## src/sv/tslv_pkg.sv

```systemverilog
package tslv_pkg;

  // register map, index = paddr[3:2]
  localparam logic [1:0] REG_LIGHT_X = 2'd0;
  localparam logic [1:0] REG_LIGHT_Y = 2'd1;
  localparam logic [1:0] REG_LIGHT_Z = 2'd2;

  localparam logic [31:0] LIGHT_Z_RESET = 32'd32768000;

  // pipeline geometry
  localparam int unsigned SQRT_STEPS = 32;
  localparam int unsigned DIV_STEPS  = 31;
  localparam int unsigned SQRT_BASE  = 4;
  localparam int unsigned DIV_BASE   = SQRT_BASE + SQRT_STEPS;
  localparam int unsigned PROD_POS   = DIV_BASE + DIV_STEPS;
  localparam int unsigned SIDE_DEPTH = PROD_POS + 1;

  // partial state of one square root cell
  typedef struct packed {
    logic [61:0] rem;
    logic [62:0] root;
  } sqrt_state_t;

  // partial state of one divider cell, three lanes
  typedef struct packed {
    logic [2:0][30:0] rem;
    logic [2:0][30:0] quo;
    logic [30:0]      den;
  } div_state_t;

  // per-item data that travels beside the arithmetic
  typedef struct packed {
    logic                   valid;
    logic                   zero;
    logic [2:0]             neg;
    logic [2:0][29:0]       mag;
    logic [8:0][15:0]       vec;
  } side_t;

endpackage

```

## src/sv/tslv_div_cell.sv

```systemverilog
module tslv_div_cell (
  input  logic                 clk,
  input  logic                 en,
  input  logic [2:0]           nbit,
  input  tslv_pkg::div_state_t din,
  output tslv_pkg::div_state_t dout
);
  import tslv_pkg::*;

  logic [2:0][31:0] trial;
  logic [2:0]       ge;
  div_state_t       nxt;

  // one restoring quotient bit per lane
  always_comb begin
    nxt.den = din.den;
    for (int i = 0; i < 3; i++) begin
      trial[i]   = {din.rem[i], nbit[i]};
      ge[i]      = trial[i] >= {1'b0, din.den};
      nxt.rem[i] = ge[i] ? 31'(trial[i] - {1'b0, din.den}) : trial[i][30:0];
      nxt.quo[i] = {din.quo[i][29:0], ge[i]};
    end
  end

  always_ff @(posedge clk) begin
    if (en) begin
      dout <= nxt;
    end
  end

endmodule

```

## config.mk

```make
export PLATFORM = sky130hd
export DESIGN_NAME = tslv_div_cell
export DESIGN_NICKNAME = d
export VERILOG_FILES = /design/src/sv/tslv_pkg.sv /design/src/sv/tslv_div_cell.sv
export SDC_FILE = /design/constraint.sdc
export NUM_CORES = 1
export LEC_CHECK = 0
export BUFFER_PORTS_ARGS = -buffer_cell sky130_fd_sc_hd__buf_2
export CORE_MARGIN = 3
export CORE_UTILIZATION = 45
export DETAILED_ROUTE_END_ITERATION = 12
export GPL_TIMING_DRIVEN = 0
export PLACE_DENSITY = 0.73
export SYNTH_ARGS = -nofsm -noshare
export SYNTH_HDL_FRONTEND = slang
export SYNTH_SLANG_ARGS = --single-unit
```

## constraint.sdc

```tcl
create_clock -name clk -period 5.3 [get_ports clk]
set_clock_uncertainty 0.05 [all_clocks]
set_input_delay 0.795 -clock clk [delete_from_list [all_inputs] [get_ports clk]]
set_output_delay 0.795 -clock clk [all_outputs]
set_load 0.005 [all_outputs]
```

* Word level (Yosys, flattened, before mapping)
Index checks and enable logic that the tools add are counted.
Cells by class: $add $sub $neg 3, $mul 0, divide/modulo/power cells 0, magnitude comparators 3, equality and inequality tests 0, shifts and indexed selects 0, multiplexer cells 3, bitwise operators 0, reductions and logical operators 0
Operator list (count):
- $ge A32 B31 Y1 | 3
- $mux W31 | 3
- $sub A31 B31 Y31 | 3
Storage, ports and cells: register bits 217, latch bits 0, memory bits (writable) 0, ROM bits 0, input port bits 222, output and inout bits 217, logic and storage cells 16, memories kept 0

* Depth between registers and ports, before layout
Gate-level depths: netlist of the first run.
word-level depth 2, gate-level depth with buffers 14, mapped depth without buffers 12

* Worst setup path after synthesis of the first run
No wires, ideal clock.
path type input to register, start point in nbit[2], end point reg dout[216] in the netlist's numbering, data pin, setup time 0.260 ns, arrival time 3.246 ns, required time 4.990 ns, slack 1.744 ns, stages 12, buffers on the path 0, cells stage by stage inv_1 ha_1 fa_1 nor2b_1 o21bai_1 a31o_2 a21oi_1 a41oi_1 a2111oi_0 a21oi_1 xnor2_1 mux2_2
RTL lines:
- from (decl) | RTL line tslv_div_cell.sv:4 | input logic [2:0] nbit,
- to (signal assigned) | RTL line tslv_div_cell.sv:27 | dout <= nxt;
- to (decl) | RTL line tslv_div_cell.sv:6 | output tslv_pkg::div_state_t dout

==> results by group, run 1 <==
STA
  – Final Hold Viols: 0
  – Fin. max-slew vios: 0
  – Slew headroom: 48.7%
  – Setup violators final: 0
  – TNS Setup: 0 ns
  – Final critical-path share of the clock period: 76.7%
  – RSZ-0062 raised after global routing: false
  – Worst setup margin: approximately 1.2 ns
  – Slew at the pin with the worst max-slew slack: 0.770 ns
  – WHS: between 0.4 and 0.5 ns
  – Max frequency: 246 MHz
  – Final min period: about 4.1 ns

Run
  – MaxCap Viol Count: 0

Layout
  – Fin nets: around 1900
  – Commonest non-fill, non-tap cell in the layout: buf_2
  – Most frequent cells in the layout: buf_2, edfxtp_1, ha_1
  – Fraction of layout cells with a size suffix above 1: 35.3%
  – Final instance area: 16200 µm²
  – Largest register FFs: approximately 220
  – Fill cells: about 2400
  – Syn-to-layout area delta: 28.1%
  – Biggest regs: dout: 217 flops
  – Largest Register: dout
  – Finished Layout Cells: just under 2000

Die
  – Die Height: approximately 170 µm
  – Initial Util: 46.4%
  – CORE AREA: between 20000 and 30000 µm²
  – IO Pins: ~440
  – Die Span X: about 170 µm
  – Core Rows: 60
  – Die ar.: ~30000 µm²

Worst hold path
  – Hold Path End: dout[72]
  – Worst hold stages: 1
  – HP Start: din[71]
  – Hold crit path type: input port to register

Clocking
  – Root buffer cell: clkbuf_16
  – CTS clk-pin slew, worst paths: roughly 0.060 ns
  – Post-CTS Setup Bufs: 0
  – TritonCTS buffer count: 25
  – CTS tree: built
  – Hold buffers post-CTS: 0
  – H-tree levels: 1
  – Deepest clock path buffer count: 3
  – Post_cts resized: 0
  – Clock sinks: about 220

Worst setup path
  – Arr. time, crit path: between 4 and 5 ns
  – Crit Path Class: input port to register
  – Worst Setup SP: din[6]
  – CP max FO: 10
  – Startpoint types: input port
  – Setup crit end kind: register
  – Worst Path Buf+Inv: 4
  – CP max-delay cell: a21boi_0
  – Delay-heaviest family, CP: compound AO/OA/AOI/OAI gates
  – CP peak stage delay: 0.50 ns
  – Crit path cell chain: buf_2, inv_1, ha_1, o21ai_0, nor2_1, nor3_2, o211ai_1, nor4b_1, o21ai_0, a21boi_0, buf_2, buf_2, nand2_1, o21ai_0
  – Critical Path RT: ~5.6 ns

Synthesis
  – Synthesized Nets: 1422
  – Synthesized area: ~13000 µm²
  – Distinct cells, synth: 65
  – Main synth FF type: edfxtp_1
  – Post-Synthesis Cells: 1104
  – Async SR Flop Fraction: 0%
  – Largest cells by area after synthesis: edfxtp_1, ha_1, mux2_2, a21oi_1, xnor2_1
  – EDFF count, synth: 217
  – Ys Warns: 0
  – Synthesis-stage register bit count: ~220
  – Register area share after synthesis: 51.4%
  – Post-synth top area cell: edfxtp_1
  – Synthesized area per cell: 11.5 µm²
  – Yosys top cell area share: between 50% and 60%

Global route
  – Remaining Overflow, GRT: 0
  – Largest net degree at the start of global routing: between 100 and 150
  – M1 GR Usage: 29.4%
  – Via count of the first global-routing pass: between 10000 and 15000
  – First-pass GRT wire length: around 60 mm
  – Most used routing layer: met2
  – Global Route met2 Usage: a little under half
  – Initial antenna violation count: 11
  – GR Util met3: 5.48%
  – Gr usage total: between 20% and 30%

Pwr
  – Leak: approximately 0.0071 µW
  – Peak supply drop: 215 µV
  – Pwr dens: 325 nW/µm²

Placement
  – Pre-CTS setup slack: approximately 0.71 ns
  – I/O Buffers: roughly 440
  – Dpl hpwl: between 30 and 40 mm
  – Placed cell area: 15300 µm²
  – Cells after DPL: around 1900
  – Global placer's final weighted congestion: between 0.8 and 0.9

Status
  – Run status: finished, final reports clean

Routing
  – Vias/cell: 5.47
  – Pre-antenna DRT Iters: 5
  – Wirelength per Cell: 20.8 µm
  – Detail Route Antenna Nets: 0
  – Detailed Route WL: between 40 and 50 mm
  – Vias: between 10000 and 15000
  – DRC Markers: 0
  – Initial drt markers: approximately 600
[per-layer routing]
layer,part of all wire [%],vias to the layer above
met1,37,5104
met3,7.0,78
met2,52,408
met4,3.5,10
li1,-,5123
met5,0.17,-
[cell type report]
type / count / area, µm² / area share (%)
Sequential cell: 217 / 6520 / 40.2
Multi-Input combinational cell: 801 / 5810 / 35.8
Timing Repair Buffer: 436 / 2210 / 13.7
Clock buffer: 25 / 626 / 3.86
Tap cell: 372 / 465 / 2.87
Clock inverter: 19 / 239 / 1.47
Inverter: 55 / 206 / 1.27
Buffer: 31 / 129 / 0.794
Antenna cell: 5 / 12.5 / 0.0771
[worst max path at each step]
stage	end	depth (start not counted)	slack [ns]
floorplan	dout[216]	12	1.74
global placement	dout[110]	1	0.44
detailed placement	dout[151]	13	0.71
CTS	dout[151]	13	1.23
global route	dout[151]	13	1.01
finish	dout[146]	14	1.24
[synthesized netlist by cell type, drive strengths merged, types with 4 or more instances]
cell	number
a211oi	9
xor2	27
nor4	7
ha	93
a41oi	5
nor2	50
clkbuf	21
and3	10
a21boi	4
inv	55
nand2	89
buf	10
a21o	41
nand4	9
nor3	15
and2	4
o21bai	14
o21a	8
nor2b	14
nand2b	10
o31a	4
a31oi	14
edfxtp	217
mux2i	8
nand3	26
xnor2	49
mux2	59
o41ai	5
o31ai	8
o21ai	82
a21oi	92
[metrics by stage]
| stage | utilization (%) | power, µW |
|---|---|---|
| 4_1_cts | 59.3 | 5320 |
| 5_1_grt | 59.4 | 5520 |
| 3_3_place_gp | 56.0 | 3460 |
| 6_report | 59.4 | 5270 |
| 3_5_place_dp | 56.2 | 3480 |
| 2_1_floorplan | - | 2940 |
[kinds of logic after synthesis]
group	after synthesis	share of synthesized area, %
flops	217	51.4
fa+ha+maj	96	9.66
mux	67	5.88
simple gates	250	9.39
compound gates	312	15.7
xor+xnor	76	5.26
buf+inv	86	2.65
[report_power, final]
part	switching, µW	leakage (µW)	internal (µW)
logic	696	0.00456	563
clock network	715	0.000417	1110
registers	47.8	0.00212	2140
Power figures use the tool's default switching activity.
==> run 2, diff against run 1 <==
--- a/config.mk
+++ b/config.mk
@@ -5,12 +5,13 @@
 export SDC_FILE = /design/constraint.sdc
 export NUM_CORES = 1
 export LEC_CHECK = 0
+export ABC_AREA = 1
 export BUFFER_PORTS_ARGS = -buffer_cell sky130_fd_sc_hd__buf_2
 export CORE_MARGIN = 3
 export CORE_UTILIZATION = 45
 export DETAILED_ROUTE_END_ITERATION = 12
 export GPL_TIMING_DRIVEN = 0
-export PLACE_DENSITY = 0.73
+export PLACE_DENSITY = 0.74
 export SYNTH_ARGS = -nofsm -noshare
 export SYNTH_HDL_FRONTEND = slang
 export SYNTH_SLANG_ARGS = --single-unit
==> constraint.sdc (replaced) <==
create_clock -name clk -period 3.6 [get_ports clk]
set_clock_uncertainty 0.05 [all_clocks]
set_input_delay 0.54 -clock clk [delete_from_list [all_inputs] [get_ports clk]]
set_output_delay 0.54 -clock clk [all_outputs]
set_load 0.005 [all_outputs]
==> run 2 against run 1 <==
Effect of this change:
- area after synthesis up 19%
- utilization fell by 2.6 points
- first-iteration DRC count is 43% higher
- hold slack got worse by 0.28 ns
- routed wire length rose by 30%
==> results by group, run 2 <==
Layout
  – Register Area: 6520 µm² (unchanged)
  – Largest register FFs: 217 (unchanged)
  – Fill cells: 3178 (+34%)
  – Largest Register: dout
  – Biggest regs: dout: 217 flops
  – Syn-to-layout area delta: 23.6%
  – Most frequent cells in the layout: nand2_1, buf_2, inv_1
  – Commonest non-fill, non-tap cell in the layout: nand2_1
  – Final Core Density: 56.8% (-2.6 points)
  – Fin nets: 2829 (+50%)
  – Fraction of layout cells with a size suffix above 1: 20.8% (-14 points)
  – Area used by multi-input combinational logic: 6850 µm² (+18%)

Synthesis
  – Post-synth top cells: nand2_1, inv_1, edfxtp_1, nand3_1, nor2_1
  – Async SR Flop Fraction: 0% (unchanged)
  – Yosys top cell area share: 43.4% (-8.1 points)
  – Post-synth top area cell: edfxtp_1
  – Synthesis-stage register bit count: 217 (unchanged)
  – Synthesized area per cell: 7.33 µm² (-36%)
  – Register area share after synthesis: 43.4% (-8.1 points)
  – Most common cell in the synthesized netlist: nand2_1
  – Post-Synthesis Cells: 2049 (+86%)
  – Main synth FF type: edfxtp_1
  – Synthesized area: 15000 µm² (+19%)
  – Distinct cells, synth: 26 (-60%)
  – Ys Warns: 0 (unchanged)
  – Largest cells by area after synthesis: edfxtp_1, nand2_1, inv_1, ha_1, nand3_1
  – Synthesized Nets: 2367 (+66%)
  – EDFF count, synth: 217 (unchanged)

Routing
  – Wirelength per Cell: 17.8 µm (-14%)
  – Pre-antenna DRT Iters: 7 (+2)
  – Vias/cell: 4.86 (-11%)
  – Detailed Route WL: 52.9 mm (+30%)
  – DRC Markers: 0 (unchanged)
  – Vias: 14400 (+35%)
  – Detail Route Antenna Nets: 0 (unchanged)
  – Initial drt markers: 884 (+43%)

Die
  – CORE AREA: 32700 µm² (+20%)
  – Core Rows: 66 (+10%)
  – Die Height: 189 µm (+8.6%)
  – Die Span X: 189 µm (+8.6%)
  – IO Pins: 439 (unchanged)
  – Initial Util: 45.9% (-0.41 points)
  – Die ar.: 35600 µm² (+18%)

Run
  – MaxCap Viol Count: 0 (unchanged)

Pwr
  – Pwr dens: 413 nW/µm² (+27%)
  – Leak: 0.0103 µW (+45%)
  – Peak supply drop: 545 µV (+150%)

STA
  – Max frequency: between 300 and 400 MHz
  – TNS Setup: 0 ns (unchanged)
  – Fin. max-slew vios: 0 (unchanged)
  – Final Hold Viols: 0 (unchanged)
  – Final critical-path share of the clock period: between 60% and 70%
  – Worst setup margin: 1.10 ns (-0.137 ns)
  – Final min period: roughly 2.5 ns
  – Setup violators final: 0 (unchanged)
  – Slew headroom: 50.0% (+1.4 points)
  – Slew at the pin with the worst max-slew slack: 0.749 ns (-0.0206 ns)
  – RSZ-0062 raised after global routing: false

Global route
  – First-pass GRT wire length: 78.2 mm (+29%)
  – Initial antenna violation count: 5 (-6)
  – Gr usage total: 28.8% (+3.0 points)
  – Via count of the first global-routing pass: 13800 (+29%)
  – Largest net degree at the start of global routing: 130 (+4.0%)
  – Remaining Overflow, GRT: 0 (unchanged)

Worst setup path
  – Crit path cell chain: buf_2, ha_1, fa_1, inv_1, nand2_1, nand2_1, nand3_1, nand2_1, nand2_1, nand3_1, nand2_1, nand2_4, buf_2, nand3_1, nand2_1
  – Crit path to: dout[176]
  – Setup crit end kind: register
  – CP peak stage delay: 0.38 ns (-0.12 ns)
  – CP max-delay cell: fa_1
  – Crit Path Class: input port to register
  – Critical Path RT: 3.93 ns (-1.62 ns)
  – Startpoint types: input port
  – Arr. time, crit path: 2.83 ns (-1.49 ns)
  – Crit-path most repeated cell: nand2_1
  – CP max FO: 10 (unchanged)
  – Worst Setup SP: din[0]

Placement
  – Global placer's final weighted congestion: 0.974 (+10%)
  – Dpl hpwl: 43.9 mm (+34%)
  – Pre-CTS setup slack: 0.578 ns (-0.131 ns)
  – I/O Buffers: 435 (unchanged)

Clocking
  – H-tree levels: 1 (unchanged)
  – Clock sinks: 217 (unchanged)
  – CTS tree: built
  – Post_cts resized: 0 (unchanged)
  – TritonCTS buffer count: 24 (-4.0%)
  – CTS clk-pin slew, worst paths: 0.06 ns (about the same)
  – Root buffer cell: clkbuf_16
  – Post-CTS Setup Bufs: 0 (unchanged)
  – Deepest clock path buffer count: 3 (unchanged)
  – Hold buffers post-CTS: 0 (unchanged)

Status
  – Run status: finished, final reports clean

Worst hold path
  – Hold crit path type: input port to register
==> run 2: cell types whose count changed after synthesis, sizes merged, moves of 10 or more <==
cell / delta
a31oi: -14
nand2: +796
nand2b: -10
xnor2: -49
mux2: -59
nand3: +105
inv: +352
a21o: -41
nor2b: -14
clkbuf: -21
o21ai: -73
a21oi: -41
xor2: +15
nor2: +79
==> run 2: cells by family after synthesis <==
logic type                 after synthesis  share of synthesized area (%)
buffers and inverters                  425                           11.0
and+or+nand+nor                       1200                           32.5
AOI/OAI and AO/OA                       69                           2.52
adders and majority gates               96                           8.14
xor gates and xnor gates                42                           2.45
DFF                                    217                           43.4
==> run 2: final cells by class <==
type	instances	share of cell area (%)
tap	442	2.98
clock buffer	29	3.33
sequential	217	35.1
multi-input combinational	1407	36.9
inverter	407	8.23
buffer	18	0.687
timing repair buffer	436	11.9
clock inverter	15	0.815
antenna	4	0.0539
==> run 2: worst max-delay path: cells and delay by family <==
| family | cells | cell delay, ns |
|---|---|---|
| adder cells (fa/ha/maj) | 2 | 0.60 |
| AND/OR/NAND/NOR | 10 | 1.07 |
| buffers and inverters | 3 | 0.59 |
==> run 2: worst min path at each step <==
stage                 start       end  cells after the start
floorplan            din[0]   dout[0]                      0
CTS                 din[64]  dout[65]                      1
global placement    din[74]  dout[75]                      1
detailed placement  din[89]  dout[90]                      1
finish              din[43]  dout[44]                      1
global route        din[64]  dout[65]                      1
==> run 2: metal layers <==
layer	global-route usage [%]	wire length (µm)
met1	33.1	20200
met2	51.4	26000
met3	6.90	4120
met4	11.8	2560
met5	0	27
==> run 2: report_power, final <==
group	total [µW]	internal, µW	switching (µW)	leakage [µW]
combinational	2080	755	1330	0.00780
sequential	3200	3130	70.3	0.00212
clock	2390	1380	1010	0.000370
total	7680	5270	2410	0.0103
==> run 2: metrics by stage <==
step	power [µW]	std cells	area [µm²]	hold slack, ns
after global placement	5310	2926	17800	0.666
final	7680	2975	18600	0.130
after detailed placement	5320	2927	17800	0.668
after floorplan	4410	2049	15000	0.589
after global routing	8110	2974	18600	0.102
after CTS	7730	2971	18600	0.109
==> run 3, diff against run 2 <==
--- a/config.mk
+++ b/config.mk
@@ -11,7 +11,7 @@
 export CORE_UTILIZATION = 45
 export DETAILED_ROUTE_END_ITERATION = 12
 export GPL_TIMING_DRIVEN = 0
-export PLACE_DENSITY = 0.74
+export PLACE_DENSITY = 0.71
 export SYNTH_ARGS = -nofsm -noshare
 export SYNTH_HDL_FRONTEND = slang
 export SYNTH_SLANG_ARGS = --single-unit
==> constraint.sdc (replaced) <==
create_clock -name clk -period 2.4 [get_ports clk]
set_clock_uncertainty 0.05 [all_clocks]
set_input_delay 0.36 -clock clk [delete_from_list [all_inputs] [get_ports clk]]
set_output_delay 0.36 -clock clk [all_outputs]
set_load 0.005 [all_outputs]
==> run 3 against run 2 <==
Effect of this change:
- routed wire length increased by 4.6%
- cell count increased by 4.0%
- combinational power is 59% higher
- die area did not move
- flip-flop and latch count is the same
- global-route usage is 1.5 points higher
==> results by group, run 3 (synthesis gave the netlist of run 2 again) <==
Clocking
  – CTS tree: built
  – Clock sinks: 217 (unchanged)
  – Root buffer cell: clkbuf_16
  – CTS clk-pin slew, worst paths: 0.06 ns (about the same)
  – TritonCTS buffer count: 24 (unchanged)
  – Deepest clock path buffer count: 3 (unchanged)
  – H-tree levels: 1 (unchanged)

Die
  – Initial Util: 45.9% (unchanged)
  – Core Rows: 66 (unchanged)
  – Die ar.: 35600 µm² (unchanged)
  – IO Pins: 439 (unchanged)
  – CORE AREA: 32700 µm² (unchanged)
  – Die Height: 189 µm (unchanged)
  – Die Span X: 189 µm (unchanged)

Routing
  – Initial drt markers: 959 (+8.5%)
  – DRC Markers: 0 (unchanged)
  – Wirelength per Cell: 17.9 µm (+0.56%)
  – Top Layer Used: met5
  – Metal-1 WL: 21.8 mm (+7.9%)
  – Routed length on met3: 3.82 mm (-7.3%)
  – Routed wl met2: 27.2 mm (+4.7%)
  – Detailed Route WL: 55.3 mm (+4.6%)
  – Detail Route Antenna Nets: 0 (unchanged)
  – Vias/cell: 4.83 (-0.58%)
  – Vias: 14900 (+3.4%)
  – Pre-antenna DRT Iters: 5 (-2)

Global route
  – Remaining Overflow, GRT: 0 (unchanged)
  – First-pass GRT wire length: 82.7 mm (+5.7%)
  – Via count of the first global-routing pass: 14500 (+5.4%)
  – Gr usage total: 30.2% (+1.5 points)
  – Largest net degree at the start of global routing: 93 (-28%)
  – Initial antenna violation count: 9 (+4)

Worst setup path
  – Critical Path RT: 2.60 ns (-1.33 ns)
  – CP max FO: 10 (unchanged)
  – CP peak stage delay: 0.39 ns (about the same)
  – Crit path cell chain: buf_2, inv_1, ha_1, nand2_2, inv_1, nand2_1, nand2_1, a21oi_1, nand3_1, nand2_1, nand2_4, clkbuf_4, nand3_1, nand2_1
  – Crit path to: dout[176]
  – Crit-path most repeated cell: nand2_1
  – Worst Setup SP: din[14]
  – Delay-heaviest family, CP: simple AND/OR/NAND/NOR gates
  – Crit Path Class: input port to register
  – Worst Path Buf+Inv: 4 (+1)
  – Startpoint types: input port
  – Setup crit end kind: register
  – Arr. time, crit path: 2.54 ns (-0.29 ns)
  – CP max-delay cell: inv_1
  – CP Depth: 14 (-1)

Worst hold path
  – Hold crit path type: input port to register

STA
  – Slew headroom: 64.9% (+15 points)
  – Final critical-path share of the clock period: a little over nine tenths
  – Final min period: ~2.3 ns
  – Slew at the pin with the worst max-slew slack: 0.526 ns (-0.223 ns)
  – Fin. max-slew vios: 0 (unchanged)
  – Max frequency: ~430 MHz
  – Setup violators final: 0 (unchanged)
  – Final Hold Viols: 0 (unchanged)

Layout
  – Final instance area: 19900 µm² (+6.9%)
  – Syn-to-layout area delta: 32.1%
  – Fill cells: 2955 (-7.0%)
  – Largest register FFs: 217 (unchanged)
  – Final Core Density: 60.7% (+3.9 points)
  – Commonest non-fill, non-tap cell in the layout: nand2_1
  – Biggest regs: dout: 217 flops
  – Fin nets: 2949 (+4.2%)
  – Fraction of layout cells with a size suffix above 1: 20.4% (-0.48 points)
  – Most frequent cells in the layout: nand2_1, buf_2, inv_1
  – Largest Register: dout

Placement
  – Global placer's final weighted congestion: 0.945 (-3.0%)
  – Dpl hpwl: 44.3 mm (+0.86%)
  – I/O Buffers: 435 (unchanged)
  – Placed cell area: 17800 µm² (+0.15%)

Pwr
  – Leak: 0.0108 µW (+4.8%)
  – Power after layout: 11900 µW (+55%)
  – Pwr dens: 598 nW/µm² (+45%)
  – Peak supply drop: 462 µV (-15%)

Status
  – Run status: finished, final reports clean

Run
  – MaxCap Viol Count: 0 (unchanged)
[run 3: changes by cell type in the layout (fill, tap and decap cells not counted), moves of 3 or more]
cell	delta
ha_2	+5
clkinv_1	+3
clkbuf_1	-3
dlygate4sd3_1	+119
ha_1	-5
inv_1	-5
[run 3: repair_timing]
| item | CTS | global route |
|---|---|---|
| resized for setup | 0 | 14 |
| hold buffers | 119 | 0 |
| buffers inserted | 0 | 0 |
| endpoints found under the setup margin | 0 | 13 |
| hold endpoints to repair | 119 | 0 |
[run 3: where the power goes]
part | total [µW] | internal, µW | leakage [µW] | switching (µW)
Clock | 3760 | 2210 | 0.000385 | 1550
Sequential | 4810 | 4700 | 0.00212 | 112
Combinational | 3310 | 1270 | 0.00828 | 2040
[run 3: area by class of cell]
| class | count | area (µm²) | area share [%] |
|---|---|---|---|
| clock inverters | 15 | 158 | 0.794 |
| well taps | 442 | 553 | 2.79 |
| clock buffers | 27 | 633 | 3.19 |
| inverters | 407 | 1540 | 7.77 |
| plain buffers | 18 | 130 | 0.655 |
| flip-flops and latches | 217 | 6520 | 32.8 |
| repair buffers | 556 | 3430 | 17.3 |
| multi-input cells | 1407 | 6870 | 34.6 |
| diodes | 5 | 12.5 | 0.0630 |
[run 3: worst min path at each step]
stage / cells past startpoint / startpoint / to / slack (ns)
3_5_place_dp: 1 / din[35] / dout[36] / 0.49
6_report: 3 / din[127] / dout[128] / 0.06
4_1_cts: 3 / din[127] / dout[128] / 0.04
5_1_grt: 3 / din[127] / dout[128] / 0.06
3_3_place_gp: 1 / din[31] / dout[32] / 0.49
2_1_floorplan: 0 / din[0] / dout[0] / 0.41
[run 3: through the flow]
stage               instances  hold slack, ns  TNS (ns)  worst slack, ns
floorplan                2049           0.409         0            0.112
global placement         2926           0.487   -453.42            -1.98
detailed placement       2928           0.488    -30.14           -0.502
CTS                      3089          0.0422         0           0.0648
global route             3094          0.0637  -0.00150         -0.00150
finish                   3094          0.0629         0           0.0565
[run 3: routing by layer]
| layer | vias to the layer above | track usage [%] |
|---|---|---|
| li1 | 7541 | - |
| met1 | 6756 | 35.7 |
| met2 | 523 | 54.6 |
| met3 | 112 | 5.73 |
| met4 | 8 | 11.3 |
| met5 | - | 0 |
